File: config.mk
export PLATFORM = sky130hd
export DESIGN_NAME = pbcp_segment
export DESIGN_NICKNAME = d
export VERILOG_FILES = /design/src/design/pbcp_pkg.sv /design/src/design/pbcp_segment.sv
export SDC_FILE = /design/constraint.sdc
export NUM_CORES = 2
export LEC_CHECK = 0
export BUFFER_PORTS_ARGS = -buffer_cell sky130_fd_sc_hd__clkbuf_2
export CAP_MARGIN = 20
export CORE_ASPECT_RATIO = 2
export CORE_MARGIN = 2
export CORE_UTILIZATION = 55
export DETAILED_ROUTE_END_ITERATION = 6
export GPL_TIMING_DRIVEN = 0
export PLACE_DENSITY = 0.78
export SLEW_MARGIN = 10
export SYNTH_ARGS = -nofsm -noshare
export SYNTH_HDL_FRONTEND = slang
export SYNTH_SLANG_ARGS = --single-unit
File: constraint.sdc
create_clock -name vclk -period 51.7
set_input_delay 10.34 -clock vclk [all_inputs]
set_output_delay 10.34 -clock vclk [all_outputs]
set_load 0.01 [all_outputs]
File: src/design/pbcp_pkg.sv
// ----------------------------------------------------------------------------
// pbcp_pkg
// Shared types and constants for the polyline to Bezier control point block.
// ----------------------------------------------------------------------------
`default_nettype none

package pbcp_pkg;

  localparam int COORD_W  = 24;
  localparam int SMOOTH_W = 16;
  localparam int CFG_IDX_W = 2;
  localparam int CFG_DATA_W = 16;

  typedef logic signed [COORD_W-1:0] coord_t;

  typedef struct packed {
    coord_t x;
    coord_t y;
  } point_t;

  // Configuration register indexes
  localparam logic [CFG_IDX_W-1:0] REG_SMOOTHING = 2'd0;
  localparam logic [CFG_IDX_W-1:0] REG_CLOSED    = 2'd1;

  localparam logic [SMOOTH_W-1:0] SMOOTHING_RESET = 16'd13107;

  localparam coord_t COORD_MAX = 24'sh7FFFFF;
  localparam coord_t COORD_MIN = 24'sh800000;

endpackage

`default_nettype wire

File: src/design/pbcp_segment.sv
// ----------------------------------------------------------------------------
// pbcp_segment
// Control points of one cubic segment: c1 = m1 + s*(cur - m2),
// c2 = cur + s*(m1 - nxt), s unsigned Q0.16, rounded half up to whole coordinate units and saturated.
// ----------------------------------------------------------------------------
`default_nettype none

module pbcp_segment (
  input  wire logic [pbcp_pkg::SMOOTH_W-1:0] smoothing,
  input  wire pbcp_pkg::point_t              m2,
  input  wire pbcp_pkg::point_t              m1,
  input  wire pbcp_pkg::point_t              cur,
  input  wire pbcp_pkg::point_t              nxt,
  output pbcp_pkg::point_t                   ctrl_one,
  output pbcp_pkg::point_t                   ctrl_two
);
  import pbcp_pkg::*;

  // base + round(s * (a - b)), saturated to the coordinate range
  function automatic coord_t scale_add(coord_t base, coord_t a, coord_t b,
                                       logic [SMOOTH_W-1:0] s);
    logic signed [COORD_W:0]          diff;
    logic signed [COORD_W+SMOOTH_W+1:0] prod;
    logic signed [COORD_W+1:0]        rnd;
    logic signed [COORD_W+2:0]        sum;
    coord_t                           res;
    diff = $signed({a[COORD_W-1], a}) - $signed({b[COORD_W-1], b});
    prod = diff * $signed({1'b0, s});
    rnd  = (COORD_W+2)'((prod + (COORD_W+SMOOTH_W+2)'(32768)) >>> SMOOTH_W);
    sum  = $signed({{3{base[COORD_W-1]}}, base}) + $signed({rnd[COORD_W+1], rnd});
    if (sum > $signed({{3{1'b0}}, COORD_MAX})) begin
      res = COORD_MAX;
    end else if (sum < $signed({{3{1'b1}}, COORD_MIN})) begin
      res = COORD_MIN;
    end else begin
      res = sum[COORD_W-1:0];
    end
    return res;
  endfunction

  assign ctrl_one.x = scale_add(m1.x, cur.x, m2.x, smoothing);
  assign ctrl_one.y = scale_add(m1.y, cur.y, m2.y, smoothing);
  assign ctrl_two.x = scale_add(cur.x, m1.x, nxt.x, smoothing);
  assign ctrl_two.y = scale_add(cur.y, m1.y, nxt.y, smoothing);

endmodule

`default_nettype wire
==> flow_metrics.env <==
export IMPL_nets=10900
export IMPL_violations_in_the_final_reports="DRC, capacitance limit, slew limit"
export IMPL_rsz0062_at_grt="no"
export IMPL_hold_path_class="in2out"
export IMPL_min_to="ctrl_two[24]"
export IMPL_worst_pin_slew_ns=1.59
export IMPL_crit_path_frequent_cell="sky130_fd_sc_hd__fa_1"
export IMPL_yosysWarnings=0
export IMPL_most_common_library_cell_in_the_layout_ignoring_fill_and_taps="sky130_fd_sc_hd__inv_1"
export IMPL_crit_path_max_fanout=10
export IMPL_drt_vias_per_instance=5.93
export IMPL_setup_worst_path_start_class="primary input"
export IMPL_slowest_stage="sky130_fd_sc_hd__o211ai_1"
export IMPL_syn2layout_area_growth_pct=7.16
export IMPL_grt_pass1_vias=64600
export IMPL_sequential_cell_total=0
export IMPL_die_x_um=254
export IMPL_first_iter_violations=5054
export IMPL_synth_seq_area_share_pct=0
export IMPL_final_cell_mix="sky130_fd_sc_hd__inv_1 (2024), sky130_fd_sc_hd__fa_1 (1540), sky130_fd_sc_hd__and2_1 (893)"
export IMPL_count_of_mapped_cells_out_of_synthesis=8074
export IMPL_register_area_um2=0
export IMPL_min_path_cells=5
export IMPL_grtUsageTotal_pct=44.4
export IMPL_core_rowCount=183
export IMPL_worst_hold_slack_ns=21.13
export IMPL_net_count_synth=10500
export IMPL_final_worst_path_period_share_pct=66.6
export IMPL_place_gp_congestion=1.07
export IMPL_dp_final_hpwl_um=233000
export IMPL_crit_end_element="output port"
export IMPL_post_place_ws_ns=17.86
export IMPL_post_cts_buffers=0
export IMPL_timing_critical_path_slowest_cell_delay_ns=1.02
export IMPL_grt_pass1_wl_um=406000
export IMPL_hold_start="cur[24]"
export IMPL_drt_antenna_violating_nets=0
export IMPL_placeableCoreArea_um2=124000
export IMPL_worst_slack_ns=17.26
export IMPL_post_route_min_period_ns=34.44
export IMPL_grt_overflow_total=0
export IMPL_maxCapViolations=1
export IMPL_pin_count=304
export IMPL_grt_max_degree=11
export IMPL_cts_hold_buffers=0
export IMPL_synth_lib_cells_used_distinct=85
export IMPL_worstPathArrival_ns=24.10
export IMPL_crit_type="in2out"
export IMPL_max_freq_mhz=29.0
export IMPL_port_buffers=303
export IMPL_postSynthAreaPerCell_um2=8.54
export IMPL_vias=60600
export IMPL_report_final_setup_viol=0
export IMPL_totalNegativeSetupSlack_ns=0
export IMPL_design_die_area_um2=128000
export IMPL_initial_antenna_violation_count=71
export IMPL_finalMaxSlewViolations=13
export IMPL_worst_ep_required_time_ns=41.36
export IMPL_drt_wirelength_per_cell_um=27.2
export IMPL_drc_errors=6
export IMPL_starting_density_of_the_core_pct=55.5
export IMPL_totalWireLength_um=278000
export IMPL_report_final_hold_viol_count=0
export IMPL_drive_gt1_share_pct=6.02
export IMPL_netlist_area_um2=68900
export IMPL_final_clkbuf_count=0
export IMPL_chipHeight_um=505
export IMPL_timing_slew_headroom_pct=-5.78
export IMPL_run_status="finished, violations left"
export IMPL_drt_pre_antenna_iters=7
export IMPL_resized_cells_post_cts=0
logic make-up after synthesis:
| group | count (synthesis) | synth area share, % |
|---|---|---|
| AND/OR/NAND/NOR | 2288 | 17.2 |
| AO/OA/AOI/OAI | 849 | 8.15 |
| adder cells (fa/ha/maj) | 2248 | 57.5 |
| buffers and inverters | 2360 | 12.9 |
| multiplexers | 18 | 0.279 |
| XOR/XNOR | 311 | 3.95 |
how the worst max path moves through the flow:
| stage | start | endpoint | slack, ns |
|---|---|---|---|
| after global placement | cur[0] | ctrl_one[6] | 17.57 |
| after detailed placement | cur[0] | ctrl_one[7] | 17.86 |
| after global routing | cur[0] | ctrl_one[5] | 16.97 |
| final | cur[0] | ctrl_one[5] | 17.26 |
| after floorplan | m1[0] | ctrl_two[0] | 21.01 |
| after CTS | cur[0] | ctrl_one[7] | 17.78 |
per-layer routing:
metal  vias to the layer above  global-route usage (%)  routed length (µm)  part of all wire, %
met3                      1894                    14.6               28800                   10
met4                        10                    52.5               42400                   15
met2                      4148                    70.9              129000                   46
li1                      25100                       -                   -                    -
met1                     29500                    40.8               77800                   28
met5                         -                  0.0386                  67                0.024
area by class of cell:
class	instances	area (µm²)
inverter	2024	7600
tap	1665	2080
timing repair buffer	382	2420
fill	11200	50400
buffer	336	1340
multi-input combinational	5714	60200
antenna	104	260
through the flow:
step	std cells	instance area, µm²	utilization [%]
2_1_floorplan	8074	68900	-
3_3_place_gp	10000	72500	58.4
3_5_place_dp	10100	73300	59.0
4_1_cts	10100	73300	59.0
5_1_grt	10200	73700	59.3
6_report	10200	73900	59.4
cells in the mapped netlist, types with 8 or more instances:
| master | n | area share [%] |
|---|---|---|
| sky130_fd_sc_hd__o2111ai_1 | 13 | 0.17 |
| sky130_fd_sc_hd__o21a_1 | 35 | 0.38 |
| sky130_fd_sc_hd__mux2i_1 | 8 | 0.12 |
| sky130_fd_sc_hd__and3_1 | 48 | 0.44 |
| sky130_fd_sc_hd__o21ai_0 | 142 | 1.0 |
| sky130_fd_sc_hd__a211o_1 | 9 | 0.11 |
| sky130_fd_sc_hd__maj3_1 | 12 | 0.17 |
| sky130_fd_sc_hd__nand2_1 | 781 | 4.3 |
| sky130_fd_sc_hd__a31oi_1 | 29 | 0.26 |
| sky130_fd_sc_hd__or2_2 | 8 | 0.073 |
| sky130_fd_sc_hd__nand4_1 | 28 | 0.25 |
| sky130_fd_sc_hd__clkbuf_1 | 315 | 1.7 |
| sky130_fd_sc_hd__nand2b_1 | 52 | 0.47 |
| sky130_fd_sc_hd__buf_2 | 12 | 0.087 |
| sky130_fd_sc_hd__xnor2_1 | 201 | 2.6 |
| sky130_fd_sc_hd__fa_1 | 1540 | 45 |
| sky130_fd_sc_hd__a21o_1 | 137 | 1.5 |
| sky130_fd_sc_hd__inv_1 | 2024 | 11 |
| sky130_fd_sc_hd__nor2b_1 | 143 | 1.3 |
| sky130_fd_sc_hd__or3_1 | 12 | 0.11 |
| sky130_fd_sc_hd__and4_1 | 8 | 0.10 |
| sky130_fd_sc_hd__mux2_2 | 10 | 0.16 |
| sky130_fd_sc_hd__o31ai_1 | 12 | 0.13 |
| sky130_fd_sc_hd__nor3_1 | 49 | 0.36 |
| sky130_fd_sc_hd__o21ai_1 | 12 | 0.087 |
| sky130_fd_sc_hd__a21boi_0 | 13 | 0.14 |
| sky130_fd_sc_hd__a211oi_1 | 22 | 0.24 |
| sky130_fd_sc_hd__o211ai_1 | 23 | 0.25 |
| sky130_fd_sc_hd__o21ai_2 | 20 | 0.25 |
| sky130_fd_sc_hd__o21bai_1 | 35 | 0.38 |
| sky130_fd_sc_hd__and2_1 | 893 | 8.1 |
| sky130_fd_sc_hd__a2111oi_0 | 12 | 0.15 |
| sky130_fd_sc_hd__nor2_1 | 167 | 0.91 |
| sky130_fd_sc_hd__ha_1 | 696 | 13 |
| sky130_fd_sc_hd__a21oi_1 | 248 | 1.8 |
| sky130_fd_sc_hd__xor2_1 | 110 | 1.4 |
| sky130_fd_sc_hd__a31o_2 | 12 | 0.15 |
| sky130_fd_sc_hd__nand3_1 | 72 | 0.52 |
critical path: cells and delay by family:
kind | cells | cell delay (ns)
AND/OR/NAND/NOR | 5 | 0.73
XOR/XNOR | 1 | 0.14
buffers and inverters | 9 | 1.96
AO/OA/AOI/OAI | 21 | 6.54
adder cells (fa/ha/maj) | 10 | 4.32
